[src/rtl/dpp_pkg.sv]
// ----------------------------------------------------------------------------
// dpp_pkg
// Types, constants and helpers shared by the decimal pair parser.
// ----------------------------------------------------------------------------
package dpp_pkg;

  localparam int VALUE_WIDTH = 16;
  localparam int OUT_WIDTH   = 16;
  localparam int CHAR_WIDTH  = 8;
  localparam int SKIP_WIDTH  = 8;

  localparam logic [CHAR_WIDTH-1:0] CHAR_ZERO  = 8'h30;
  localparam logic [CHAR_WIDTH-1:0] CHAR_NINE  = 8'h39;
  localparam logic [CHAR_WIDTH-1:0] CHAR_COMMA = 8'h2c;

  typedef enum logic [7:0] {
    PH_IDLE = 8'b0000_0001,
    PH_SKIP = 8'b0000_0010,
    PH_F0   = 8'b0000_0100,
    PH_F1   = 8'b0000_1000,
    PH_S0   = 8'b0001_0000,
    PH_S1   = 8'b0010_0000,
    PH_DONE = 8'b0100_0000,
    PH_FAIL = 8'b1000_0000
  } phase_t;

  typedef struct packed {
    phase_t                  phase;
    logic [SKIP_WIDTH-1:0]   skip_left;
    logic [VALUE_WIDTH-1:0]  first_acc;
    logic [VALUE_WIDTH-1:0]  second_acc;
    logic                    wrap_seen;
  } state_t;

  typedef struct packed {
    logic [OUT_WIDTH-1:0] first_value;
    logic [OUT_WIDTH-1:0] second_value;
    logic                 ok;
    logic                 wrapped;
  } result_t;

  typedef struct packed {
    logic                   wrap;
    logic [VALUE_WIDTH-1:0] value;
  } mac_t;

  localparam state_t STATE_CLEAR = '{
    phase:      PH_IDLE,
    skip_left:  '0,
    first_acc:  '0,
    second_acc: '0,
    wrap_seen:  1'b0
  };

  // acc * 10 + digit, with a flag when the true sum leaves VALUE_WIDTH bits
  function automatic mac_t mac10(input logic [VALUE_WIDTH-1:0] acc,
                                 input logic [3:0] digit);
    logic [VALUE_WIDTH+3:0] wide;
    logic [VALUE_WIDTH+3:0] sum;
    mac_t                   res;
    wide      = {4'b0000, acc};
    sum       = (wide << 3) + (wide << 1) + {{VALUE_WIDTH{1'b0}}, digit};
    res.value = sum[VALUE_WIDTH-1:0];
    res.wrap  = |sum[VALUE_WIDTH+3:VALUE_WIDTH];
    return res;
  endfunction

endpackage

[src/rtl/dpp_if.sv]
// ----------------------------------------------------------------------------
// dpp_in_if / dpp_out_if
// Valid/ready channels for characters in and parse results out.
// ----------------------------------------------------------------------------
interface dpp_in_if;
  import dpp_pkg::*;
  logic                  valid;
  logic                  ready;
  logic [CHAR_WIDTH-1:0] char_in;
  logic                  last;
  modport source (output valid, output char_in, output last, input ready);
  modport sink   (input valid, input char_in, input last, output ready);
endinterface

interface dpp_out_if;
  import dpp_pkg::*;
  logic                 valid;
  logic                 ready;
  logic [OUT_WIDTH-1:0] first_value;
  logic [OUT_WIDTH-1:0] second_value;
  logic                 ok;
  logic                 wrapped;
  modport source (output valid, output first_value, output second_value,
                  output ok, output wrapped, input ready);
  modport sink   (input valid, input first_value, input second_value,
                  input ok, input wrapped, output ready);
endinterface

[src/rtl/dpp_step.sv]
// ----------------------------------------------------------------------------
// dpp_step
// One character of the parse: next state and the message result.
// ----------------------------------------------------------------------------
module dpp_step (
  input  dpp_pkg::state_t                 cur,
  input  logic [dpp_pkg::SKIP_WIDTH-1:0]  skip_count,
  input  logic [dpp_pkg::CHAR_WIDTH-1:0]  char_in,
  input  logic                            last,
  output dpp_pkg::state_t                 nxt,
  output dpp_pkg::result_t                res
);
  import dpp_pkg::*;

  state_t                 st;
  logic                   consumed;
  logic                   is_digit;
  logic [3:0]             digit;
  logic                   use_second;
  logic [VALUE_WIDTH-1:0] acc_sel;
  mac_t                   mac;
  logic                   ok;
  logic [CHAR_WIDTH-1:0]  char_off;

  assign is_digit   = char_in inside {[CHAR_ZERO:CHAR_NINE]};
  assign char_off   = char_in - CHAR_ZERO;
  assign digit      = char_off[3:0];
  assign use_second = (cur.phase == PH_S0) || (cur.phase == PH_S1);
  assign acc_sel    = use_second ? cur.second_acc : cur.first_acc;
  assign mac        = mac10(acc_sel, digit);

  always_comb begin
    st       = cur;
    consumed = 1'b0;

    if (st.phase == PH_IDLE) begin
      st.skip_left = skip_count;
      st.phase     = PH_SKIP;
    end

    if (st.phase == PH_SKIP) begin
      if (st.skip_left != '0) begin
        st.skip_left = st.skip_left - 1'b1;
        consumed     = 1'b1;
      end else begin
        st.phase = PH_F0;
      end
    end

    if (!consumed) begin
      case (st.phase)
        PH_F0: begin
          if (is_digit) begin
            st.first_acc = mac.value;
            st.wrap_seen = st.wrap_seen | mac.wrap;
            st.phase     = PH_F1;
          end else begin
            st.phase = PH_FAIL;
          end
        end
        PH_F1: begin
          if (is_digit) begin
            st.first_acc = mac.value;
            st.wrap_seen = st.wrap_seen | mac.wrap;
          end else if (char_in == CHAR_COMMA) begin
            st.phase = PH_S0;
          end else begin
            st.phase = PH_FAIL;
          end
        end
        PH_S0: begin
          if (is_digit) begin
            st.second_acc = mac.value;
            st.wrap_seen  = st.wrap_seen | mac.wrap;
            st.phase      = PH_S1;
          end else begin
            st.phase = PH_FAIL;
          end
        end
        PH_S1: begin
          if (is_digit) begin
            st.second_acc = mac.value;
            st.wrap_seen  = st.wrap_seen | mac.wrap;
          end else begin
            st.phase = PH_DONE;
          end
        end
        default: begin
        end
      endcase
    end

    ok               = (st.phase == PH_S1) || (st.phase == PH_DONE);
    res.ok           = ok;
    res.first_value  = ok ? OUT_WIDTH'(st.first_acc) : '0;
    res.second_value = ok ? OUT_WIDTH'(st.second_acc) : '0;
    res.wrapped      = ok & st.wrap_seen;

    nxt = last ? STATE_CLEAR : st;
  end

endmodule

[src/rtl/decimal_pair_parser.sv]
// ----------------------------------------------------------------------------
// decimal_pair_parser
// Parses "digits,digits" from a character stream after a configured skip.
// ----------------------------------------------------------------------------
// a last character's result goes through the input and result registers
// throughput: one character per cycle, also while a result waits to be taken,
// but the parse stage holds the input register only while it carries a last
// character and the result register is still full
// reset (rst_n low, synchronous): both stages empty, parser idle, skip_count 0
// ----------------------------------------------------------------------------
module decimal_pair_parser (
  input  logic                           clk,
  input  logic                           rst_n,
  input  logic                           cfg_wr_en,
  input  logic [dpp_pkg::SKIP_WIDTH-1:0] cfg_wr_data,
  dpp_in_if.sink                         in_ch,
  dpp_out_if.source                      out_ch
);
  import dpp_pkg::*;

  // configuration
  logic [SKIP_WIDTH-1:0] skip_count_r;

  // input register stage
  logic                  s1_valid_r;
  logic [CHAR_WIDTH-1:0] s1_char_r;
  logic                  s1_last_r;

  // parse state carried across the characters of a message
  state_t                state_r;
  state_t                state_nxt;

  // result register stage
  logic                  out_valid_r;
  result_t               out_res_r;
  result_t               res_nxt;

  logic                  out_free;
  logic                  s1_fire;
  logic                  in_ready;

  // result slot frees up when empty or being drained this cycle
  assign out_free = !out_valid_r || out_ch.ready;
  // non-last characters never need the result slot
  assign s1_fire  = s1_valid_r && (!s1_last_r || out_free);
  assign in_ready = !s1_valid_r || s1_fire;

  assign in_ch.ready = in_ready;

  always_ff @(posedge clk) begin
    if (!rst_n) begin
      skip_count_r <= '0;
    end else if (cfg_wr_en) begin
      skip_count_r <= cfg_wr_data;
    end
  end

  // input register
  always_ff @(posedge clk) begin
    if (!rst_n) begin
      s1_valid_r <= 1'b0;
    end else if (in_ready) begin
      s1_valid_r <= in_ch.valid;
    end
  end

  always_ff @(posedge clk) begin
    if (in_ready && in_ch.valid) begin
      s1_char_r <= in_ch.char_in;
      s1_last_r <= in_ch.last;
    end
  end

  // one character of parse logic
  dpp_step u_step (
    .cur        (state_r),
    .skip_count (skip_count_r),
    .char_in    (s1_char_r),
    .last       (s1_last_r),
    .nxt        (state_nxt),
    .res        (res_nxt)
  );

  always_ff @(posedge clk) begin
    if (!rst_n) begin
      state_r <= STATE_CLEAR;
    end else if (s1_fire) begin
      state_r <= state_nxt;
    end
  end

  // result register, loaded only by a last character
  always_ff @(posedge clk) begin
    if (!rst_n) begin
      out_valid_r <= 1'b0;
    end else if (s1_fire && s1_last_r) begin
      out_valid_r <= 1'b1;
    end else if (out_ch.ready) begin
      out_valid_r <= 1'b0;
    end
  end

  always_ff @(posedge clk) begin
    if (s1_fire && s1_last_r) begin
      out_res_r <= res_nxt;
    end
  end

  assign out_ch.valid        = out_valid_r;
  assign out_ch.first_value  = out_res_r.first_value;
  assign out_ch.second_value = out_res_r.second_value;
  assign out_ch.ok           = out_res_r.ok;
  assign out_ch.wrapped      = out_res_r.wrapped;

endmodule

[src/flat_wrapper.sv]
// flat-port wrapper written by rule: the top's interface ports become plain ports
module decimal_pair_parser_flat import dpp_pkg::*;
  (clk, rst_n, cfg_wr_en, cfg_wr_data, in_ch_valid, in_ch_char_in, in_ch_last, in_ch_ready, out_ch_valid, out_ch_first_value, out_ch_second_value, out_ch_ok, out_ch_wrapped, out_ch_ready);
  dpp_in_if in_ch_i ();
  dpp_out_if out_ch_i ();
  input  logic clk;
  input  logic rst_n;
  input  logic cfg_wr_en;
  input  logic [dpp_pkg::SKIP_WIDTH-1:0] cfg_wr_data;
  input wire logic [$bits(in_ch_i.valid)-1:0] in_ch_valid;
  input wire logic [$bits(in_ch_i.char_in)-1:0] in_ch_char_in;
  input wire logic [$bits(in_ch_i.last)-1:0] in_ch_last;
  output wire logic [$bits(in_ch_i.ready)-1:0] in_ch_ready;
  output wire logic [$bits(out_ch_i.valid)-1:0] out_ch_valid;
  output wire logic [$bits(out_ch_i.first_value)-1:0] out_ch_first_value;
  output wire logic [$bits(out_ch_i.second_value)-1:0] out_ch_second_value;
  output wire logic [$bits(out_ch_i.ok)-1:0] out_ch_ok;
  output wire logic [$bits(out_ch_i.wrapped)-1:0] out_ch_wrapped;
  input wire logic [$bits(out_ch_i.ready)-1:0] out_ch_ready;
  assign in_ch_i.valid = in_ch_valid;
  assign in_ch_i.char_in = in_ch_char_in;
  assign in_ch_i.last = in_ch_last;
  assign in_ch_ready = in_ch_i.ready;
  assign out_ch_valid = out_ch_i.valid;
  assign out_ch_first_value = out_ch_i.first_value;
  assign out_ch_second_value = out_ch_i.second_value;
  assign out_ch_ok = out_ch_i.ok;
  assign out_ch_wrapped = out_ch_i.wrapped;
  assign out_ch_i.ready = out_ch_ready;
  decimal_pair_parser u_core (.clk(clk), .rst_n(rst_n), .cfg_wr_en(cfg_wr_en), .cfg_wr_data(cfg_wr_data), .in_ch(in_ch_i), .out_ch(out_ch_i));
endmodule
[config.mk]
export PLATFORM = sky130hd
export DESIGN_NAME = decimal_pair_parser_flat
export DESIGN_NICKNAME = d
export VERILOG_FILES = /design/src/rtl/dpp_pkg.sv /design/src/rtl/dpp_if.sv /design/src/rtl/dpp_step.sv /design/src/rtl/decimal_pair_parser.sv /design/src/flat_wrapper.sv
export SDC_FILE = /design/constraint.sdc
export NUM_CORES = 1
export LEC_CHECK = 0
export BUFFER_PORTS_ARGS = -buffer_cell sky130_fd_sc_hd__buf_4
export CAP_MARGIN = 30
export CORE_MARGIN = 3
export CORE_UTILIZATION = 50
export CTS_CLUSTER_DIAMETER = 150
export CTS_CLUSTER_SIZE = 8
export DETAILED_ROUTE_END_ITERATION = 8
export MAX_ROUTING_LAYER = met4
export PLACE_DENSITY = 0.71
export SYNTH_ARGS = -nofsm -noshare
export SYNTH_HDL_FRONTEND = slang
export SYNTH_SLANG_ARGS = --single-unit
[constraint.sdc]
create_clock -name clk -period 5.05 [get_ports clk]
set_input_delay 0.505 -clock clk [delete_from_list [all_inputs] [get_ports clk]]
set_output_delay 0.505 -clock clk [all_outputs]
set_load 0.05 [all_outputs]
==> run summary <==
The adder and majority cell fraction of the synthesized area was 0.07542; the number of endpoints with negative hold slack in the final report was 0. In this run the critical register-to-register path is captured at u_core.out_ch.second_value[14]. The cell sitting at the root of the clock tree is a sky130_fd_sc_hd__clkbuf_16.

Leaving out fill and tap cells, the most frequent cells in the layout are 87 x sky130_fd_sc_hd__nand2_1, 69 x sky130_fd_sc_hd__buf_4, 59 x sky130_fd_sc_hd__dfxtp_1, 58 x sky130_fd_sc_hd__nor2_1, 43 x sky130_fd_sc_hd__edfxtp_1. The starting density of the core is 0.5193. Clock-pin slew on the worst setup and hold paths: 0.07 ns.

The growth of design area from synthesis to finish was 13.35%; the final clock skew was 0.006575 ns. The internal portion of the total power is 1.344 mW. The largest buffer count on any clock path was 2; the part of the cycle the worst path needs was 0.9120.

For hold timing, the worst endpoint is u_core.s1_char_r[6]. Post-DP HPWL: 10970 um. Post-synthesis sequential area ratio: 0.4117. The primary flip-flop cell chosen by synthesis mapping was sky130_fd_sc_hd__dfxtp_1. The tools report the total die area as 13360 sq um. Met2 layer usage reported by global route: 0.3546. Number of enable-type register cells in the synthesized netlist: 43. The worst path required time was 5.24 ns.

TritonCTS built the clock tree. From bottom edge to top edge, the die measures 115.6 um. At the end of the flow, the number of nets in the layout was 732. The run finished with clean final reports. The per-cell routed wire length was 18.60 um; the instance area at placement was 6520 sq um. The routed design has 15310 um of wire.

The hold buffer count at CTS was 0. By startpoint and endpoint, the worst setup path is classified as register to register. The compound-cell area share of the yosys netlist was 0.2173; the largest net degree at the start of global routing was 40. By area, the combinational part of the netlist is dominated by compound AO/OA/AOI/OAI gates. The tools report the combinational share of power as 0.151.

After the flow finishes, the layout carries non-filler instances totaling 823. The floorplan has 39 rows. The initial antenna violation count is 0, and the CTS H-tree depth is 3. The share of flip-flops with an asynchronous set or reset works out to 0. VDD sags by at most 0.1707 mV. The detailed router finished its first iteration with 534 violations. The part of the total power dissipated in the clock network is 0.359, and the number of remaining DRC errors is 0. The core utilization of the finished layout came out at 0.5887. For this design the top-level I/O count stands at 58. Ratio of cells with drive above 1 in the final layout: 0.2118. The finished cells cover 6808 sq um. The logs give 0 for the final number of max-transition violations and 0 for the post-cts repair resize count. In this run the critical register-to-register path is launched from u_core.state_r[43]. The run gives 629 as the post-synthesis cell count.

The xor-xnor portion of the synthesized cell area is 0.02917, and the multiplexer area fraction after synthesis is 0.05417. Summed over all failing endpoints, the final setup total negative slack is 0 ns. In this run the power spent charging and discharging nets is 484.6 uW. The final critical-path setup slack came out at 0.4443 ns.

At the pin with the least slew margin, the transition time is 1.008 ns. The netlist area before placement is 6006 sq um, and the mean instance size in the synthesized netlist is 9.548 sq um. The run gives 4718 as the number of global-route vias before repair. The area share of the largest cell type after synthesis is 0.2150.

At the later pin of the worst-skew pair, clock insertion delay measures 0.35 ns. The worst hold path begins at in_ch_char_in[6]. The vias after detailed routing came out at 5095. For this run the aggregate overflow at the end of global routing stands at 0.

Class of the tightest hold or removal check: input port to register. The global-route total usage across every layer was 0.2422; the final critical delay including setup and external delays was 4.606 ns. The number of instances on the worst hold path was 1; the final-report setup violation count was 0. STA classifies the critical path startpoint as a register.

During placement, the flow inserted port buffers numbering 57. Along the worst path, the maximum fanout reaches 13. The run gives 0.490 as the proportion of power drawn by flip-flops and latches. The floorplan die width was 115.6 um; the reported leakage power was 2.614 nW. The count of antenna-violating nets left after detailed routing came out at 0. In the post-synthesis netlist, the biggest area contributors are sky130_fd_sc_hd__edfxtp_1 22%, sky130_fd_sc_hd__dfxtp_1 20%, sky130_fd_sc_hd__ha_1 6.9%. Counting tap cells, the placed design contains a total of 807 instances. The area fraction in and, or, nand and nor cells after synthesis was 0.1717; the TritonCTS sink count was 102. The max-slew headroom at the worst pin came out at 0.3277. The worst setup path is captured at a register. The first detailed-routing pass ran for 6 iterations. The dominant cell type by area after synthesis was sky130_fd_sc_hd__edfxtp_1.

The core footprint was 11560 sq um; the cell depth of the worst flop-to-flop path was 17. At the placement stage, the worst setup path has a slack of 0.3044 ns. The tools report the met3 layer usage reported by global route as 0.03916. Synthesis inferred 102 register bits. The arrival time reported for the critical path endpoint came out at 4.80 ns. The commonest non-fill, non-tap cell in the layout is sky130_fd_sc_hd__nand2_1.

For the wire length of the first global-routing pass, the log shows 24650 um. The number of inserted diodes is 0. During synthesis, Yosys emitted a total of 0 warnings. The cell area power density is 268.5 nW/um^2, and the fraction of met1 tracks used by global routing is 0.3419.

The flop-to-flop setup slack came out at 0.44 ns. Net switching fraction of the power: 0.2651. At the end of routability-driven placement, the weighted congestion stood at 0.9320. The routing layer with the top usage in global route was met2. Dividing the detail-routed via count by the number of cells gives 6.191.

The number of nets in the synthesized netlist is 686. In this run, distinct cell masters in the synthesized netlist total 69. Setup repair after global routing left no endpoint under its margin. The run gives 217.1 MHz as the highest attainable clock frequency. In this run the post-CTS setup repair buffer count came out at 0.

Buffers inserted during clock tree synthesis total 9. Across the run, the number of max-cap violations was 0.
sequential cells by signal (all words and copies together), names as in the netlist:
signal,cells
u_core.out_ch.valid,1
u_core.s1_char_r,8
u_core.skip_count_r,8
u_core.out_ch.first_value,16
u_core.out_ch.ok,1
u_core.s1_last_r,1
u_core.out_ch.second_value,16
u_core.out_ch.wrapped,1
u_core.s1_valid_r,1
u_core.state_r,49
critical path, stage by stage, from the launching register on:
cell and delay (ns):
sky130_fd_sc_hd__dfxtp_1 0.37, sky130_fd_sc_hd__or4_1 0.59, sky130_fd_sc_hd__nor2_2 0.20, sky130_fd_sc_hd__nand2_1 0.18
sky130_fd_sc_hd__buf_4 0.25, sky130_fd_sc_hd__mux2_2 0.31, sky130_fd_sc_hd__ha_1 0.28, sky130_fd_sc_hd__ha_1 0.19
sky130_fd_sc_hd__inv_1 0.06, sky130_fd_sc_hd__fa_1 0.39, sky130_fd_sc_hd__nor2b_1 0.16, sky130_fd_sc_hd__o31ai_1 0.11
sky130_fd_sc_hd__a21oi_1 0.23, sky130_fd_sc_hd__buf_4 0.19, sky130_fd_sc_hd__o21ai_0 0.11, sky130_fd_sc_hd__xnor2_1 0.54
sky130_fd_sc_hd__nand2_1 0.14, sky130_fd_sc_hd__a21oi_2 0.14
per-stage QoR:
stage               power [mW]  hold slack, ns
floorplan                1.113          0.4690
finish                   1.828          0.3307
CTS                      1.833          0.3216
global placement         1.177          0.4774
global route             1.899          0.3165
detailed placement       1.185          0.4875
final cells by class:
class | count | area [sq um]
Tap cell | 143 | 178.9
Timing Repair Buffer | 69 | 518.0
Clock inverter | 3 | 18.77
Clock buffer | 13 | 260.3
Sequential cell | 102 | 2472
Multi-Input combinational cell | 477 | 3299
Fill cell | 1009 | 4757
Inverter | 16 | 60.06
power groups by stage:
| stage | clock network [mW] | logic (mW) | registers (mW) |
|---|---|---|---|
| detailed placement | 0 | 0.272 | 0.914 |
| CTS | 0.664 | 0.273 | 0.896 |
| finish | 0.657 | 0.275 | 0.896 |
| global placement | 0 | 0.265 | 0.912 |
| global route | 0.699 | 0.302 | 0.898 |
| floorplan | 0 | 0.187 | 0.926 |
logic make-up (layout without fill, tap and decap cells):
family / count (synthesis) / in the layout
simple gates: 217 / 217
compound gates: 175 / 175
flops: 102 / 102
buf+inv: 50 / 101
fa+ha+maj: 35 / 35
mux: 30 / 30
xor+xnor: 20 / 20
Yosys cell counts, drive strengths merged, types with 3 or more instances:
library cell	instances
xnor2	14
nor3	13
a31oi	6
a21o	4
clkbuf	22
edfxtp	43
a22oi	18
o211ai	5
a211o	4
ha	33
nor4	4
xor2	6
a211oi	9
nand4	4
nor4b	4
o21ai	29
nor2	60
nand3	10
a21oi	53
nand2b	7
a21boi	3
o21bai	3
o21a	5
inv	16
and3	6
nand2	87
buf	12
or3	5
or4	3
dfxtp	59
mux2i	13
a32o	16
a2111oi	3
mux2	17
nor2b	4
per-layer routing:
metal	wire length, um	share of wire
met1	7245	0.47
met2	6591	0.43
met3	1109	0.072
met4	360	0.024
met5	0	0
how the worst max path moves through the flow:
| stage | slack [ns] | startpoint | cells past startpoint | to |
|---|---|---|---|---|
| floorplan | 0.61 | u_core.state_r[44] | 17 | u_core.out_ch.wrapped |
| global placement | 0.51 | u_core.state_r[43] | 15 | u_core.out_ch.wrapped |
| detailed placement | 0.30 | u_core.state_r[44] | 15 | u_core.out_ch.wrapped |
| CTS | 0.28 | u_core.state_r[43] | 15 | u_core.out_ch.wrapped |
| global route | 0.11 | u_core.state_r[43] | 16 | u_core.out_ch.wrapped |
| finish | 0.44 | u_core.state_r[43] | 17 | u_core.out_ch.second_value[14] |
Power figures use the tool's default switching activity.
